`src/rtl/core/shsp_pkg.sv`:
```
// Shared types, constants and helpers for the half-step stepper positioner.
// No dependencies; every other file in rtl/core refers to this package by scoped name.
`default_nettype none

package shsp_pkg;

   // Field and state widths
   localparam int KIND_W  = 2;
   localparam int DEG_W   = 16;
   localparam int COIL_W  = 4;
   localparam int SPT_W   = 13;
   localparam int STEP_W  = 12;
   localparam int ANG_W   = 9;
   localparam int TURN_W  = 20;
   localparam int PHASE_W = 3;
   localparam int QUO_W   = 8;
   localparam int PROD_W  = 21;
   localparam int MODC_W  = 4;
   localparam int CSR_AW  = 3;
   localparam int CSR_DW  = 32;

   // Motor constants
   localparam int MAX_STEPS_PER_TURN = 4096;
   localparam int PHASES_PER_STEP    = 8;
   localparam int DEG_PER_TURN       = 360;
   localparam logic [SPT_W-1:0] SPT_RESET = 13'd512;

   // Reciprocals of 360: quotient of a 16-bit degree value (shift 24) and
   // the goal step scaling of a 21-bit product (shift 29); both exact over their range
   localparam logic [15:0] RECIP_DEG  = 16'd46604;
   localparam int          RECIP_DEG_SH = 24;
   localparam logic [20:0] RECIP_GOAL = 21'd1491309;
   localparam int          RECIP_GOAL_SH = 29;

   // Item kinds
   localparam logic [KIND_W-1:0] KIND_TICK = 2'd0;
   localparam logic [KIND_W-1:0] KIND_REL  = 2'd1;
   localparam logic [KIND_W-1:0] KIND_ABS  = 2'd2;

   // Register map: register index is address bit 2
   localparam logic REG_STEPS_PER_TURN = 1'b0;

   typedef enum logic [3:0] {
      ST_IDLE,
      ST_QUO,
      ST_REM,
      ST_ANG,
      ST_PROD,
      ST_GOAL,
      ST_MOD,
      ST_FULL,
      ST_SEEK
   } ctl_state_type;

   // Commands from the controller to the datapath
   typedef struct packed {
      logic load_cmd;
      logic load_rel;
      logic quo;
      logic rem;
      logic ang;
      logic prod;
      logic goal;
      logic mod_step;
      logic full_step;
      logic seek_step;
      logic finish;
      logic pattern;
      logic ignore;
   } ctl_cmd_type;

   // Status from the datapath to the controller
   typedef struct packed {
      logic cmd_rel;
      logic phase_zero;
      logic left_zero;
      logic at_goal;
      logic mod_last;
      logic out_free;
      logic out_valid;
   } dp_stat_type;

   // Half-step coil sequence
   function automatic logic [COIL_W-1:0] coil_pattern(input logic [PHASE_W-1:0] idx);
      logic [COIL_W-1:0] pat;
      case (idx)
         3'd0: pat = 4'h1;
         3'd1: pat = 4'h3;
         3'd2: pat = 4'h2;
         3'd3: pat = 4'h6;
         3'd4: pat = 4'h4;
         3'd5: pat = 4'hC;
         3'd6: pat = 4'h8;
         3'd7: pat = 4'h9;
         default: pat = 4'h0;
      endcase
      return pat;
   endfunction

endpackage

`default_nettype wire

```
`src/rtl/core/shsp_if.sv`:
```
// Valid/ready channel interfaces for command/tick items and coil results.
// Depends on shsp_pkg for field widths.
`default_nettype none

interface shsp_req_if;
   logic                               valid;
   logic                               ready;
   logic [shsp_pkg::KIND_W-1:0]        kind;
   logic signed [shsp_pkg::DEG_W-1:0]  rel_degrees;
   logic [shsp_pkg::DEG_W-1:0]         abs_degrees;

   modport source (output valid, output kind, output rel_degrees, output abs_degrees,
                   input ready);
   modport sink   (input valid, input kind, input rel_degrees, input abs_degrees,
                   output ready);
endinterface

interface shsp_rsp_if;
   logic                          valid;
   logic                          ready;
   logic [shsp_pkg::COIL_W-1:0]   coils;
   logic                          moving;
   logic                          done_res;
   logic                          ignored;

   modport source (output valid, output coils, output moving, output done_res,
                   output ignored, input ready);
   modport sink   (input valid, input coils, input moving, input done_res,
                   input ignored, output ready);
endinterface

`default_nettype wire

```
`src/rtl/core/shsp_dp.sv`:
```
// Datapath of the positioner: command scaling, step index arithmetic, phase
// counter and result register. Depends on shsp_pkg; driven by shsp_ctrl.
`default_nettype none

module shsp_dp (
   input  wire logic                              clock,
   input  wire logic                              reset,
   input  wire shsp_pkg::ctl_cmd_type             cmd,
   input  wire logic [shsp_pkg::SPT_W-1:0]        spt_cfg,
   input  wire logic signed [shsp_pkg::DEG_W-1:0] rel_degrees,
   input  wire logic [shsp_pkg::DEG_W-1:0]        abs_degrees,
   input  wire logic                              rsp_ready,
   output shsp_pkg::dp_stat_type                  stat,
   output logic                                   rsp_valid,
   output logic [shsp_pkg::COIL_W-1:0]            rsp_coils,
   output logic                                   rsp_moving,
   output logic                                   rsp_done_res,
   output logic                                   rsp_ignored
);

   // Control-relevant state (reset)
   logic [shsp_pkg::SPT_W-1:0]   run_spt_ff, run_spt_in;
   logic [shsp_pkg::STEP_W-1:0]  step_index_ff, step_index_in;
   logic [shsp_pkg::STEP_W-1:0]  step_red_ff, step_red_in;
   logic [shsp_pkg::ANG_W-1:0]   angle_now_ff, angle_now_in;
   logic [shsp_pkg::STEP_W-1:0]  goal_step_ff, goal_step_in;
   logic [shsp_pkg::ANG_W-1:0]   goal_angle_ff, goal_angle_in;
   logic [shsp_pkg::TURN_W-1:0]  turns_left_ff, turns_left_in;
   logic                         bw_ff, bw_in;
   logic [shsp_pkg::PHASE_W-1:0] phase_ff, phase_in;
   logic                         rel_ff, rel_in;
   logic                         out_valid_ff, out_valid_in;

   // Working registers of the command setup (no reset)
   logic                          neg_ff, neg_in;
   logic [shsp_pkg::DEG_W-1:0]    x_ff, x_in;
   logic [shsp_pkg::QUO_W-1:0]    q_ff, q_in;
   logic [shsp_pkg::ANG_W-1:0]    rem_ff, rem_in;
   logic [shsp_pkg::PROD_W-1:0]   prod_ff, prod_in;
   logic [shsp_pkg::STEP_W-1:0]   mod_acc_ff, mod_acc_in;
   logic [shsp_pkg::MODC_W-1:0]   mod_cnt_ff, mod_cnt_in;
   logic [shsp_pkg::COIL_W-1:0]   coils_ff, coils_in;
   logic                          moving_ff, moving_in;
   logic                          done_ff, done_in;
   logic                          ign_ff, ign_in;

   // Combinational helpers
   logic [shsp_pkg::SPT_W-1:0]   spt_eff;
   logic [shsp_pkg::DEG_W-1:0]   raw_deg;
   logic [shsp_pkg::DEG_W-1:0]   mag_deg;
   logic [31:0]                  quo_prod;
   logic [16:0]                  q_times_deg;
   logic [16:0]                  rem_full;
   logic [20:0]                  turn_prod;
   logic [9:0]                   ang_sum;
   logic [9:0]                   ang_red;
   logic [21:0]                  ga_prod;
   logic [41:0]                  gs_prod;
   logic [12:0]                  mod_sh;
   logic [12:0]                  mod_sub;
   logic [shsp_pkg::STEP_W-1:0]  mod_next;
   logic [shsp_pkg::STEP_W-1:0]  half_spt;
   logic [shsp_pkg::STEP_W-1:0]  spt_m1;
   logic                         seek_back;
   logic                         move_dir;
   logic [shsp_pkg::STEP_W-1:0]  moved;
   logic                         pat_dir;
   logic [shsp_pkg::PHASE_W-1:0] pat_idx;
   logic                         emit;

   // Clamp the configured step count into 1..MAX
   always_comb begin
      if (spt_cfg == '0) begin
         spt_eff = shsp_pkg::SPT_W'(1);
      end else if (spt_cfg > shsp_pkg::SPT_W'(shsp_pkg::MAX_STEPS_PER_TURN)) begin
         spt_eff = shsp_pkg::SPT_W'(shsp_pkg::MAX_STEPS_PER_TURN);
      end else begin
         spt_eff = spt_cfg;
      end
   end

   // Magnitude of the relative turn
   assign raw_deg = $unsigned(rel_degrees);
   assign mag_deg = raw_deg[shsp_pkg::DEG_W-1] ? (~raw_deg + 16'd1) : raw_deg;

   // Setup arithmetic, one multiply per stage
   assign quo_prod    = 32'(x_ff) * 32'(shsp_pkg::RECIP_DEG);
   assign q_times_deg = 17'(q_ff) * 17'(shsp_pkg::DEG_PER_TURN);
   assign rem_full    = 17'(x_ff) - q_times_deg;
   assign turn_prod   = 21'(q_ff) * 21'(run_spt_ff);

   always_comb begin
      if (!rel_ff) begin
         ang_sum = 10'(rem_ff);
      end else if (neg_ff) begin
         ang_sum = 10'(angle_now_ff) + 10'(shsp_pkg::DEG_PER_TURN) - 10'(rem_ff);
      end else begin
         ang_sum = 10'(angle_now_ff) + 10'(rem_ff);
      end
   end
   assign ang_red = (ang_sum >= 10'(shsp_pkg::DEG_PER_TURN)) ?
                    (ang_sum - 10'(shsp_pkg::DEG_PER_TURN)) : ang_sum;

   assign ga_prod = 22'(goal_angle_ff) * 22'(run_spt_ff);
   assign gs_prod = 42'(prod_ff) * 42'(shsp_pkg::RECIP_GOAL);

   // Restoring remainder of the step index by the step count, one bit a cycle
   assign mod_sh   = {mod_acc_ff, step_index_ff[mod_cnt_ff]};
   assign mod_sub  = mod_sh - run_spt_ff;
   assign mod_next = (mod_sh >= run_spt_ff) ? mod_sub[shsp_pkg::STEP_W-1:0]
                                            : mod_sh[shsp_pkg::STEP_W-1:0];

   // Shorter-way decision and one step move on the reduced index
   assign half_spt = run_spt_ff[shsp_pkg::SPT_W-1:1];
   assign spt_m1   = shsp_pkg::STEP_W'(run_spt_ff - 13'd1);
   assign seek_back = ((step_index_ff > goal_step_ff) &&
                       ((step_index_ff - goal_step_ff) < half_spt)) ||
                      ((step_index_ff < goal_step_ff) &&
                       ((goal_step_ff - step_index_ff) > half_spt));
   assign move_dir = cmd.seek_step ? seek_back : bw_ff;

   always_comb begin
      if (move_dir) begin
         moved = (step_red_ff == '0) ? spt_m1 : (step_red_ff - 12'd1);
      end else if ((13'(step_red_ff) + 13'd1) == run_spt_ff) begin
         moved = '0;
      end else begin
         moved = step_red_ff + 12'd1;
      end
   end

   // Pattern index, reversed when going backward
   assign pat_dir = cmd.seek_step ? seek_back : bw_ff;
   assign pat_idx = pat_dir ? (shsp_pkg::PHASE_W'(shsp_pkg::PHASES_PER_STEP - 1) - phase_ff)
                            : phase_ff;
   assign emit    = cmd.finish | cmd.pattern | cmd.ignore;

   // Next-state logic
   always_comb begin
      run_spt_in    = run_spt_ff;
      step_index_in = step_index_ff;
      step_red_in   = step_red_ff;
      angle_now_in  = angle_now_ff;
      goal_step_in  = goal_step_ff;
      goal_angle_in = goal_angle_ff;
      turns_left_in = turns_left_ff;
      bw_in         = bw_ff;
      phase_in      = phase_ff;
      rel_in        = rel_ff;
      neg_in        = neg_ff;
      x_in          = x_ff;
      q_in          = q_ff;
      rem_in        = rem_ff;
      prod_in       = prod_ff;
      mod_acc_in    = mod_acc_ff;
      mod_cnt_in    = mod_cnt_ff;
      coils_in      = coils_ff;
      moving_in     = moving_ff;
      done_in       = done_ff;
      ign_in        = ign_ff;

      // Latch a new command
      if (cmd.load_cmd) begin
         run_spt_in = spt_eff;
         rel_in     = cmd.load_rel;
         neg_in     = cmd.load_rel & raw_deg[shsp_pkg::DEG_W-1];
         x_in       = cmd.load_rel ? mag_deg : abs_degrees;
         if (cmd.load_rel) begin
            bw_in = raw_deg[shsp_pkg::DEG_W-1];
         end
         phase_in   = '0;
         mod_acc_in = '0;
         mod_cnt_in = shsp_pkg::MODC_W'(shsp_pkg::STEP_W - 1);
      end

      // Setup stages
      if (cmd.quo) begin
         q_in = quo_prod[shsp_pkg::RECIP_DEG_SH +: shsp_pkg::QUO_W];
      end
      if (cmd.rem) begin
         rem_in        = rem_full[shsp_pkg::ANG_W-1:0];
         turns_left_in = rel_ff ? turn_prod[shsp_pkg::TURN_W-1:0] : '0;
      end
      if (cmd.ang) begin
         goal_angle_in = ang_red[shsp_pkg::ANG_W-1:0];
      end
      if (cmd.prod) begin
         prod_in = ga_prod[shsp_pkg::PROD_W-1:0];
      end
      if (cmd.goal) begin
         goal_step_in = gs_prod[shsp_pkg::RECIP_GOAL_SH +: shsp_pkg::STEP_W];
      end
      if (cmd.mod_step) begin
         mod_acc_in = mod_next;
         mod_cnt_in = mod_cnt_ff - 4'd1;
         if (mod_cnt_ff == '0) begin
            step_red_in = mod_next;
         end
      end

      // Motion steps
      if (cmd.full_step) begin
         turns_left_in = turns_left_ff - 20'd1;
      end
      if (cmd.full_step || cmd.seek_step) begin
         step_index_in = moved;
         step_red_in   = moved;
      end
      if (cmd.seek_step) begin
         bw_in = seek_back;
      end
      if (cmd.finish) begin
         angle_now_in = goal_angle_ff;
         bw_in        = 1'b0;
      end
      if (cmd.pattern) begin
         phase_in = phase_ff + 3'd1;
      end

      // Result fields
      if (emit) begin
         coils_in  = cmd.pattern ? shsp_pkg::coil_pattern(pat_idx) : '0;
         moving_in = cmd.pattern;
         done_in   = cmd.finish;
         ign_in    = cmd.ignore;
      end
   end

   // Hold the result until it is taken
   always_comb begin
      if (emit) begin
         out_valid_in = 1'b1;
      end else if (rsp_ready) begin
         out_valid_in = 1'b0;
      end else begin
         out_valid_in = out_valid_ff;
      end
   end

   // State registers
   always_ff @(posedge clock) begin
      if (reset) begin
         run_spt_ff    <= shsp_pkg::SPT_RESET;
         step_index_ff <= '0;
         step_red_ff   <= '0;
         angle_now_ff  <= '0;
         goal_step_ff  <= '0;
         goal_angle_ff <= '0;
         turns_left_ff <= '0;
         bw_ff         <= 1'b0;
         phase_ff      <= '0;
         rel_ff        <= 1'b0;
         out_valid_ff  <= 1'b0;
      end else begin
         run_spt_ff    <= run_spt_in;
         step_index_ff <= step_index_in;
         step_red_ff   <= step_red_in;
         angle_now_ff  <= angle_now_in;
         goal_step_ff  <= goal_step_in;
         goal_angle_ff <= goal_angle_in;
         turns_left_ff <= turns_left_in;
         bw_ff         <= bw_in;
         phase_ff      <= phase_in;
         rel_ff        <= rel_in;
         out_valid_ff  <= out_valid_in;
      end
   end

   // Working and payload registers
   always_ff @(posedge clock) begin
      neg_ff     <= neg_in;
      x_ff       <= x_in;
      q_ff       <= q_in;
      rem_ff     <= rem_in;
      prod_ff    <= prod_in;
      mod_acc_ff <= mod_acc_in;
      mod_cnt_ff <= mod_cnt_in;
      coils_ff   <= coils_in;
      moving_ff  <= moving_in;
      done_ff    <= done_in;
      ign_ff     <= ign_in;
   end

   // Status towards the controller
   assign stat.cmd_rel    = rel_ff;
   assign stat.phase_zero = (phase_ff == '0);
   assign stat.left_zero  = (turns_left_ff == '0);
   assign stat.at_goal    = (step_index_ff == goal_step_ff);
   assign stat.mod_last   = (mod_cnt_ff == '0);
   assign stat.out_free   = !out_valid_ff || rsp_ready;
   assign stat.out_valid  = out_valid_ff;

   assign rsp_valid    = out_valid_ff;
   assign rsp_coils    = coils_ff;
   assign rsp_moving   = moving_ff;
   assign rsp_done_res = done_ff;
   assign rsp_ignored  = ign_ff;

endmodule

`default_nettype wire

```
`src/rtl/core/shsp_ctrl.sv`:
```
// Controller of the positioner: command setup sequence, full-turn and seek
// motion states, input handshake. Depends on shsp_pkg; drives shsp_dp.
`default_nettype none

module shsp_ctrl (
   input  wire logic                        clock,
   input  wire logic                        reset,
   input  wire logic                        req_valid,
   input  wire logic [shsp_pkg::KIND_W-1:0] req_kind,
   input  wire shsp_pkg::dp_stat_type       stat,
   output logic                             req_ready,
   output shsp_pkg::ctl_cmd_type            cmd
);

   shsp_pkg::ctl_state_type state_ff, state_in;

   logic motion;
   logic req_fire;
   logic is_cmd;
   logic is_tick;

   assign motion  = (state_ff == shsp_pkg::ST_FULL) || (state_ff == shsp_pkg::ST_SEEK);
   assign is_cmd  = (req_kind == shsp_pkg::KIND_REL) || (req_kind == shsp_pkg::KIND_ABS);
   assign is_tick = (req_kind == shsp_pkg::KIND_TICK);

   // Take items only outside the setup sequence and with room for a result
   assign req_ready = ((state_ff == shsp_pkg::ST_IDLE) || motion) && stat.out_free;
   assign req_fire  = req_valid && req_ready;

   // State register
   always_ff @(posedge clock) begin
      if (reset) begin
         state_ff <= shsp_pkg::ST_IDLE;
      end else begin
         state_ff <= state_in;
      end
   end

   // Next state and datapath commands
   always_comb begin
      state_in = state_ff;
      cmd      = '0;
      case (state_ff)
         shsp_pkg::ST_IDLE: begin
            if (req_fire && is_cmd) begin
               cmd.load_cmd = 1'b1;
               cmd.load_rel = (req_kind == shsp_pkg::KIND_REL);
               state_in     = shsp_pkg::ST_QUO;
            end
         end
         shsp_pkg::ST_QUO: begin
            cmd.quo  = 1'b1;
            state_in = shsp_pkg::ST_REM;
         end
         shsp_pkg::ST_REM: begin
            cmd.rem  = 1'b1;
            state_in = shsp_pkg::ST_ANG;
         end
         shsp_pkg::ST_ANG: begin
            cmd.ang  = 1'b1;
            state_in = shsp_pkg::ST_PROD;
         end
         shsp_pkg::ST_PROD: begin
            cmd.prod = 1'b1;
            state_in = shsp_pkg::ST_GOAL;
         end
         shsp_pkg::ST_GOAL: begin
            cmd.goal = 1'b1;
            state_in = shsp_pkg::ST_MOD;
         end
         shsp_pkg::ST_MOD: begin
            cmd.mod_step = 1'b1;
            if (stat.mod_last) begin
               state_in = stat.cmd_rel ? shsp_pkg::ST_FULL : shsp_pkg::ST_SEEK;
            end
         end
         shsp_pkg::ST_FULL: begin
            if (req_fire && is_cmd) begin
               cmd.ignore = 1'b1;
            end else if (req_fire && is_tick) begin
               if (stat.phase_zero && stat.left_zero) begin
                  // whole turns done: seek the remainder in this same tick
                  if (stat.at_goal) begin
                     cmd.finish = 1'b1;
                     state_in   = shsp_pkg::ST_IDLE;
                  end else begin
                     cmd.seek_step = 1'b1;
                     cmd.pattern   = 1'b1;
                     state_in      = shsp_pkg::ST_SEEK;
                  end
               end else if (stat.phase_zero) begin
                  cmd.full_step = 1'b1;
                  cmd.pattern   = 1'b1;
               end else begin
                  cmd.pattern = 1'b1;
               end
            end
         end
         shsp_pkg::ST_SEEK: begin
            if (req_fire && is_cmd) begin
               cmd.ignore = 1'b1;
            end else if (req_fire && is_tick) begin
               if (stat.phase_zero && stat.at_goal) begin
                  cmd.finish = 1'b1;
                  state_in   = shsp_pkg::ST_IDLE;
               end else if (stat.phase_zero) begin
                  cmd.seek_step = 1'b1;
                  cmd.pattern   = 1'b1;
               end else begin
                  cmd.pattern = 1'b1;
               end
            end
         end
         default: begin
            state_in = shsp_pkg::ST_IDLE;
         end
      endcase
   end

`ifndef SYNTHESIS
   // A step is only ever part way through while a motion runs
   a_phase_in_motion: assert property (@(posedge clock) disable iff (reset)
      !stat.phase_zero |-> motion)
      else $error("half-step phase advanced outside a motion");

   // A command taken during a motion produces a flagged result
   a_busy_cmd_flagged: assert property (@(posedge clock) disable iff (reset)
      (req_fire && motion && is_cmd) |=> stat.out_valid)
      else $error("command during motion produced no result");

   // A command taken while idle starts the setup sequence
   a_setup_starts: assert property (@(posedge clock) disable iff (reset)
      (state_ff == shsp_pkg::ST_IDLE && req_fire && is_cmd) |=>
      (state_ff == shsp_pkg::ST_QUO))
      else $error("accepted command did not start setup");

   // The remainder pass always hands over to a motion state
   a_mod_exit: assert property (@(posedge clock) disable iff (reset)
      (state_ff == shsp_pkg::ST_MOD && stat.mod_last) |=>
      (state_ff == shsp_pkg::ST_FULL || state_ff == shsp_pkg::ST_SEEK))
      else $error("setup did not enter a motion state");
`endif

endmodule

`default_nettype wire

```
`src/rtl/core/stepper_half_step_positioner_unit.sv`:
```
// Top level of the half-step stepper positioner: APB register, controller and datapath.
// Depends on shsp_pkg, shsp_if (channel interfaces), shsp_ctrl and shsp_dp.
`default_nettype none

// Drives a four-coil stepper in half steps. Commands (relative turn or absolute
// angle) are scaled in a setup sequence: five arithmetic stages (reciprocal
// quotient by 360, remainder and full-turn count, goal angle, angle times step
// count, goal step) and a bit-serial remainder of the current step index by the
// step count. No item is taken during setup. During a motion a tick yields one
// coil pattern and a command yields a result flagged ignored. One result register
// sits on the output; outside setup an item is taken while that register is empty
// or being read, and is held back only when it is full and not being read.
// steps_per_turn sits at byte address 0 and is latched when a command is taken.
module stepper_half_step_positioner_unit (
   input  wire logic                          clock,
   input  wire logic                          reset,
   shsp_req_if.sink                           req_chan,
   shsp_rsp_if.source                         rsp_chan,
   input  wire logic                          csr_psel,
   input  wire logic                          csr_penable,
   input  wire logic                          csr_pwrite,
   input  wire logic [shsp_pkg::CSR_AW-1:0]   csr_paddr,
   input  wire logic [shsp_pkg::CSR_DW-1:0]   csr_pwdata,
   output logic      [shsp_pkg::CSR_DW-1:0]   csr_prdata,
   output logic                               csr_pready
);

   logic [shsp_pkg::SPT_W-1:0] spt_ff, spt_in;
   logic                       csr_wr;

   shsp_pkg::ctl_cmd_type cmd;
   shsp_pkg::dp_stat_type stat;

   // Register write on the access phase
   assign csr_pready = 1'b1;
   assign csr_wr     = csr_psel && csr_penable && csr_pwrite && csr_pready;

   always_comb begin
      spt_in = spt_ff;
      if (csr_wr && (csr_paddr[2] == shsp_pkg::REG_STEPS_PER_TURN)) begin
         spt_in = csr_pwdata[shsp_pkg::SPT_W-1:0];
      end
   end

   always_ff @(posedge clock) begin
      if (reset) begin
         spt_ff <= shsp_pkg::SPT_RESET;
      end else begin
         spt_ff <= spt_in;
      end
   end

   // Read back
   assign csr_prdata = (csr_paddr[2] == shsp_pkg::REG_STEPS_PER_TURN) ?
                       shsp_pkg::CSR_DW'(spt_ff) : '0;

   shsp_ctrl u_ctrl (
      .clock     (clock),
      .reset     (reset),
      .req_valid (req_chan.valid),
      .req_kind  (req_chan.kind),
      .stat      (stat),
      .req_ready (req_chan.ready),
      .cmd       (cmd)
   );

   shsp_dp u_dp (
      .clock        (clock),
      .reset        (reset),
      .cmd          (cmd),
      .spt_cfg      (spt_ff),
      .rel_degrees  (req_chan.rel_degrees),
      .abs_degrees  (req_chan.abs_degrees),
      .rsp_ready    (rsp_chan.ready),
      .stat         (stat),
      .rsp_valid    (rsp_chan.valid),
      .rsp_coils    (rsp_chan.coils),
      .rsp_moving   (rsp_chan.moving),
      .rsp_done_res (rsp_chan.done_res),
      .rsp_ignored  (rsp_chan.ignored)
   );

endmodule

`default_nettype wire

```
`src/flat_wrapper.sv`:
```
// flat-port wrapper written by rule: the top's interface ports become plain ports
module stepper_half_step_positioner_unit_flat 
  (clock, reset, csr_psel, csr_penable, csr_pwrite, csr_paddr, csr_pwdata, csr_prdata, csr_pready, req_chan_valid, req_chan_kind, req_chan_rel_degrees, req_chan_abs_degrees, req_chan_ready, rsp_chan_valid, rsp_chan_coils, rsp_chan_moving, rsp_chan_done_res, rsp_chan_ignored, rsp_chan_ready);
  shsp_req_if req_chan_i ();
  shsp_rsp_if rsp_chan_i ();
  input  wire logic clock;
  input  wire logic reset;
  input  wire logic csr_psel;
  input  wire logic csr_penable;
  input  wire logic csr_pwrite;
  input  wire logic [shsp_pkg::CSR_AW-1:0] csr_paddr;
  input  wire logic [shsp_pkg::CSR_DW-1:0] csr_pwdata;
  output logic      [shsp_pkg::CSR_DW-1:0] csr_prdata;
  output logic csr_pready;
  input wire logic [$bits(req_chan_i.valid)-1:0] req_chan_valid;
  input wire logic [$bits(req_chan_i.kind)-1:0] req_chan_kind;
  input wire logic [$bits(req_chan_i.rel_degrees)-1:0] req_chan_rel_degrees;
  input wire logic [$bits(req_chan_i.abs_degrees)-1:0] req_chan_abs_degrees;
  output wire logic [$bits(req_chan_i.ready)-1:0] req_chan_ready;
  output wire logic [$bits(rsp_chan_i.valid)-1:0] rsp_chan_valid;
  output wire logic [$bits(rsp_chan_i.coils)-1:0] rsp_chan_coils;
  output wire logic [$bits(rsp_chan_i.moving)-1:0] rsp_chan_moving;
  output wire logic [$bits(rsp_chan_i.done_res)-1:0] rsp_chan_done_res;
  output wire logic [$bits(rsp_chan_i.ignored)-1:0] rsp_chan_ignored;
  input wire logic [$bits(rsp_chan_i.ready)-1:0] rsp_chan_ready;
  assign req_chan_i.valid = req_chan_valid;
  assign req_chan_i.kind = req_chan_kind;
  assign req_chan_i.rel_degrees = req_chan_rel_degrees;
  assign req_chan_i.abs_degrees = req_chan_abs_degrees;
  assign req_chan_ready = req_chan_i.ready;
  assign rsp_chan_valid = rsp_chan_i.valid;
  assign rsp_chan_coils = rsp_chan_i.coils;
  assign rsp_chan_moving = rsp_chan_i.moving;
  assign rsp_chan_done_res = rsp_chan_i.done_res;
  assign rsp_chan_ignored = rsp_chan_i.ignored;
  assign rsp_chan_i.ready = rsp_chan_ready;
  stepper_half_step_positioner_unit u_core (.clock(clock), .reset(reset), .req_chan(req_chan_i), .rsp_chan(rsp_chan_i), .csr_psel(csr_psel), .csr_penable(csr_penable), .csr_pwrite(csr_pwrite), .csr_paddr(csr_paddr), .csr_pwdata(csr_pwdata), .csr_prdata(csr_prdata), .csr_pready(csr_pready));
endmodule
```
`config.mk`:
```
export PLATFORM = sky130hd
export DESIGN_NAME = stepper_half_step_positioner_unit_flat
export DESIGN_NICKNAME = d
export VERILOG_FILES = /design/src/rtl/core/shsp_pkg.sv /design/src/rtl/core/shsp_if.sv /design/src/rtl/core/shsp_dp.sv /design/src/rtl/core/shsp_ctrl.sv /design/src/rtl/core/stepper_half_step_positioner_unit.sv /design/src/flat_wrapper.sv
export SDC_FILE = /design/constraint.sdc
export NUM_CORES = 2
export LEC_CHECK = 0
export BUFFER_PORTS_ARGS = -buffer_cell sky130_fd_sc_hd__buf_2
export CAP_MARGIN = 10
export CORE_MARGIN = 4
export CORE_UTILIZATION = 40
export DETAILED_ROUTE_END_ITERATION = 16
export HOLD_SLACK_MARGIN = 0.15
export PLACE_DENSITY = 0.56
export SLEW_MARGIN = 20
export SYNTH_ARGS = -nofsm -noshare
export SYNTH_HDL_FRONTEND = slang
export SYNTH_SLANG_ARGS = --single-unit
```
`constraint.sdc`:
```
create_clock -name clock -period 8.65 [get_ports clock]
set_input_delay 1.73 -clock clock [delete_from_list [all_inputs] [get_ports clock]]
set_output_delay 1.73 -clock clock [all_outputs]
set_load 0.01 [all_outputs]
```
==> flow_summary_export.csv <==
group,metric,value,unit
status,outcome,"finished clean",
finish,final_common_cell,"inv_1",
floorplanning,die_w,282,um
routing,drt_iter0_drc,1225,
timing,fin_crit_sh,0.771,
clocking,cts_max_level,4,
critical_path,crit_start,"u_core.u_dp.prod_ff[1]$_DFFE_PP_",
yosys,async_flop_share,0,
critical_path,worst-path-max-fanout,6,
routing,dr.pass1.iters,5,
job,maxCapViolCount,0,
finish,area_delta_synth_final,5.81,%
critical_path,crit_type,"register to register",
yosys,synth-seq-cells,188,
critical_path,worstSetupStartpointType,"register",
finish,fin_nets,4261,
global_routing,grt_start_max_net_pins,52,
placement,dpl.hpwl,61.7,mm
routing,routed_wl,74.9,mm
clocking,clock_latency,0.49,ns
timing,final-setup-viol-count,0,
yosys,synth_cell_types,97,
timing,clock.fmax,150,MHz
clocking,clock_tree.root_cell,"clkbuf_16",
global_routing,gr-total-overflow,0,
critical_path,r2r_cells,21,
floorplanning,dieArea,79600,sq um
finish,fillers,7433,
clocking,post_cts_buffers,0,
global_routing,grt_usage,0.195,
finish,layout.area.seq,4540,sq um
clocking,cts_resized,0,
timing,slew_viol_final,0,
global_routing,grt_pass1_wl,122,mm
clocking,clock_sinks,188,
min_path,whs_path_depth,2,
clocking,clk_path_buf_depth,2,
global_routing,grt_pass1_vias,22300,
yosys,synthCells,3379,
critical_path,reg2reg_slack,1.98,ns
floorplanning,core,74400,sq um
routing,drc,0,
yosys,synth_flop_cell,"dfxtp_1",
routing,via_per_inst,5.13,
floorplanning,die_h,282,um
critical_path,reg2reg_to,"u_core.u_dp.goal_step_ff[9]$_SDFFE_PP0P_",
clocking,clk_pin_slew_worst_paths,0.08,ns
clocking,tritoncts,"yes",
yosys,ys_seq_area_frac,0.151,
yosys,yosysTopAreaCellShare,0.221,
finish,multi_input_area,22500,sq um
floorplanning,num_rows,100,
yosys,ys_warn_count,0,
routing,route.vias.total,22300,
timing,tightestPinTransition,1.04,ns
yosys,synth.area.top_cells,"fa_1 (22%), ha_1 (20%), edfxtp_1 (7.8%)",
timing,fin_crit,6.67,ns
critical_path,worstSetupEndpointType,"register",
yosys,synth_area,30100,sq um
routing,wire_per_inst,17.2,um
finish,antennaDiodeCount,0,
clocking,cts_hold_buf,0,
floorplanning,start_util,0.404,
timing,final.setup.tns,0,ns
yosys,synth_top_area_cell,"fa_1",
timing,hold_violations,0,
critical_path,worstPathRequired,9.04,ns
critical_path,cp.arrival,7.06,ns
min_path,hold_end,"u_core.u_dp.goal_step_ff[3]$_SDFFE_PP0P_",
min_path,hold_path_class,"register to register",
timing,skew,0.0155,ns
global_routing,antenna_found_initial,0,
clocking,cts_buffers,17,
min_path,min-delay-start,"u_core.u_dp.goal_step_ff[3]$_SDFFE_PP0P_",
timing,slew_headroom,0.303,
placement,io_buffer_count,76,
routing,ant_nets,0,
critical_path,r2r-start,"u_core.u_dp.prod_ff[1]$_DFFE_PP_",
yosys,syn_avg_cell_area,8.89,sq um
finish,final_cell_mix,"inv_1 (623), ha_1 (484), fa_1 (332)",
timing,grt_setup_unrepaired,"false",
floorplanning,pin_count,118,
yosys,synth_edf_count,78,
placement,gp_congestion,0.853,
finish,drive_above_1_share,0.0544,
[metal layers]
layer  global-route usage  vias up  part of all wire
met5                    0        -                 0
li1                     -    11100                 -
met3               0.0343       79             0.048
met1                0.270    10800              0.47
met2                0.315      407              0.45
met4               0.0578        0             0.027
[worst max-delay path, cell delays in order, from the launching register on]
cell and delay (ns):
edfxtp_1 0.53, ha_1 0.42, xor2_1 0.17, ha_1 0.31, inv_1 0.06, fa_1 0.58
inv_1 0.07, fa_1 0.51, fa_1 0.52, fa_1 0.55, inv_1 0.05, fa_1 0.50
inv_1 0.04, ha_1 0.32, a21oi_1 0.14, o21ai_0 0.21, o2111ai_1 0.24, o211ai_1 0.21
a21oi_1 0.42, o21bai_1 0.15, or4b_1 0.47, o311ai_0 0.09
[Yosys cell counts, types with 6 or more instances]
| cell type | n |
|---|---|
| o22ai_1 | 6 |
| nand4_1 | 25 |
| o21bai_1 | 19 |
| nand2b_1 | 16 |
| buf_1 | 10 |
| or4_1 | 7 |
| xor2_1 | 62 |
| clkbuf_1 | 80 |
| o21a_1 | 25 |
| or3_1 | 25 |
| nor3b_1 | 10 |
| a21boi_0 | 6 |
| a211o_1 | 7 |
| nor2b_1 | 26 |
| o211ai_1 | 13 |
| nor3_1 | 52 |
| a22oi_1 | 11 |
| a211oi_1 | 22 |
| a21boi_1 | 10 |
| o31ai_1 | 15 |
| buf_2 | 24 |
| nor2_1 | 176 |
| nand2_1 | 281 |
| and2_1 | 101 |
| or2_2 | 11 |
| a311oi_1 | 7 |
| o21ai_1 | 6 |
| nor4_1 | 11 |
| a21o_1 | 55 |
| a21oi_1 | 174 |
| o21ai_0 | 87 |
| buf_4 | 25 |
| nand3_1 | 44 |
| fa_1 | 332 |
| inv_1 | 623 |
| nand3b_1 | 6 |
| xnor2_1 | 109 |
| a31oi_1 | 26 |
| mux2i_1 | 30 |
| o2111ai_1 | 7 |
| dfxtp_1 | 110 |
| ha_1 | 484 |
| edfxtp_1 | 78 |
| and3_1 | 19 |
[cell type report]
| cell class | instances | share of cell area |
|---|---|---|
| clock buffer | 18 | 0.0142 |
| tap | 969 | 0.0381 |
| clock inverter | 14 | 0.00511 |
| timing repair buffer | 96 | 0.0168 |
| multi-input combinational | 2440 | 0.709 |
| sequential | 188 | 0.143 |
| inverter | 626 | 0.0739 |
[flip-flops by register name, summed over array words and instances (netlist names), 3 cells and up]
name	count
u_core.u_dp.goal_step_ff	12
u_core.u_dp.run_spt_ff	13
u_core.u_dp.x_ff	16
u_core.u_dp.mod_acc_ff	12
u_core.u_dp.rem_ff	9
u_core.u_ctrl.state_ff	4
u_core.u_dp.step_index_ff	12
u_core.u_dp.angle_now_ff	9
u_core.u_dp.rsp_coils	4
u_core.u_dp.mod_cnt_ff	4
u_core.spt_ff	13
u_core.u_dp.turns_left_ff	20
u_core.u_dp.prod_ff	21
u_core.u_dp.q_ff	8
u_core.u_dp.step_red_ff	12
u_core.u_dp.goal_angle_ff	9
u_core.u_dp.phase_ff	3
[through the flow]
step / area [sq um] / setup slack [ns] / hold slack (ns) / cells / util
after global routing: 31800 / 1.55 / 0.518 / 4351 / 0.427
after global placement: 31200 / 1.99 / 0.471 / 4319 / 0.419
after floorplan: 30100 / 2.66 / 0.446 / 3397 / -
after detailed placement: 31200 / 1.95 / 0.482 / 4319 / 0.419
final: 31800 / 1.98 / 0.490 / 4351 / 0.427
after CTS: 31800 / 1.94 / 0.492 / 4351 / 0.427
[cells by family (layout without fill, tap and decap cells)]
family                     after synthesis  after routing  synth area share
buffers and inverters                  769            754             0.101
adders and majority gates              816            816             0.423
other                                    2             20          0.000250
and+or+nand+nor                        844            844             0.140
DFF                                    188            188             0.151
xor gates and xnor gates               173            173            0.0513
muxes                                   35             35            0.0130
AOI/OAI and AO/OA                      552            552             0.121
[worst max path at each step]
stage,slack (ns),cells past startpoint,endpoint
after floorplan,2.66,21,u_core.u_dp.goal_step_ff[4]$_SDFFE_PP0P_
after global placement,1.99,21,u_core.u_dp.goal_step_ff[4]$_SDFFE_PP0P_
after detailed placement,1.95,21,u_core.u_dp.goal_step_ff[4]$_SDFFE_PP0P_
after CTS,1.94,21,u_core.u_dp.goal_step_ff[9]$_SDFFE_PP0P_
after global routing,1.55,20,u_core.u_dp.goal_step_ff[9]$_SDFFE_PP0P_
final,1.98,21,u_core.u_dp.goal_step_ff[9]$_SDFFE_PP0P_
Power is not shown: default switching activity piles up to over one toggle a cycle in this logic, so the estimate is an artifact.
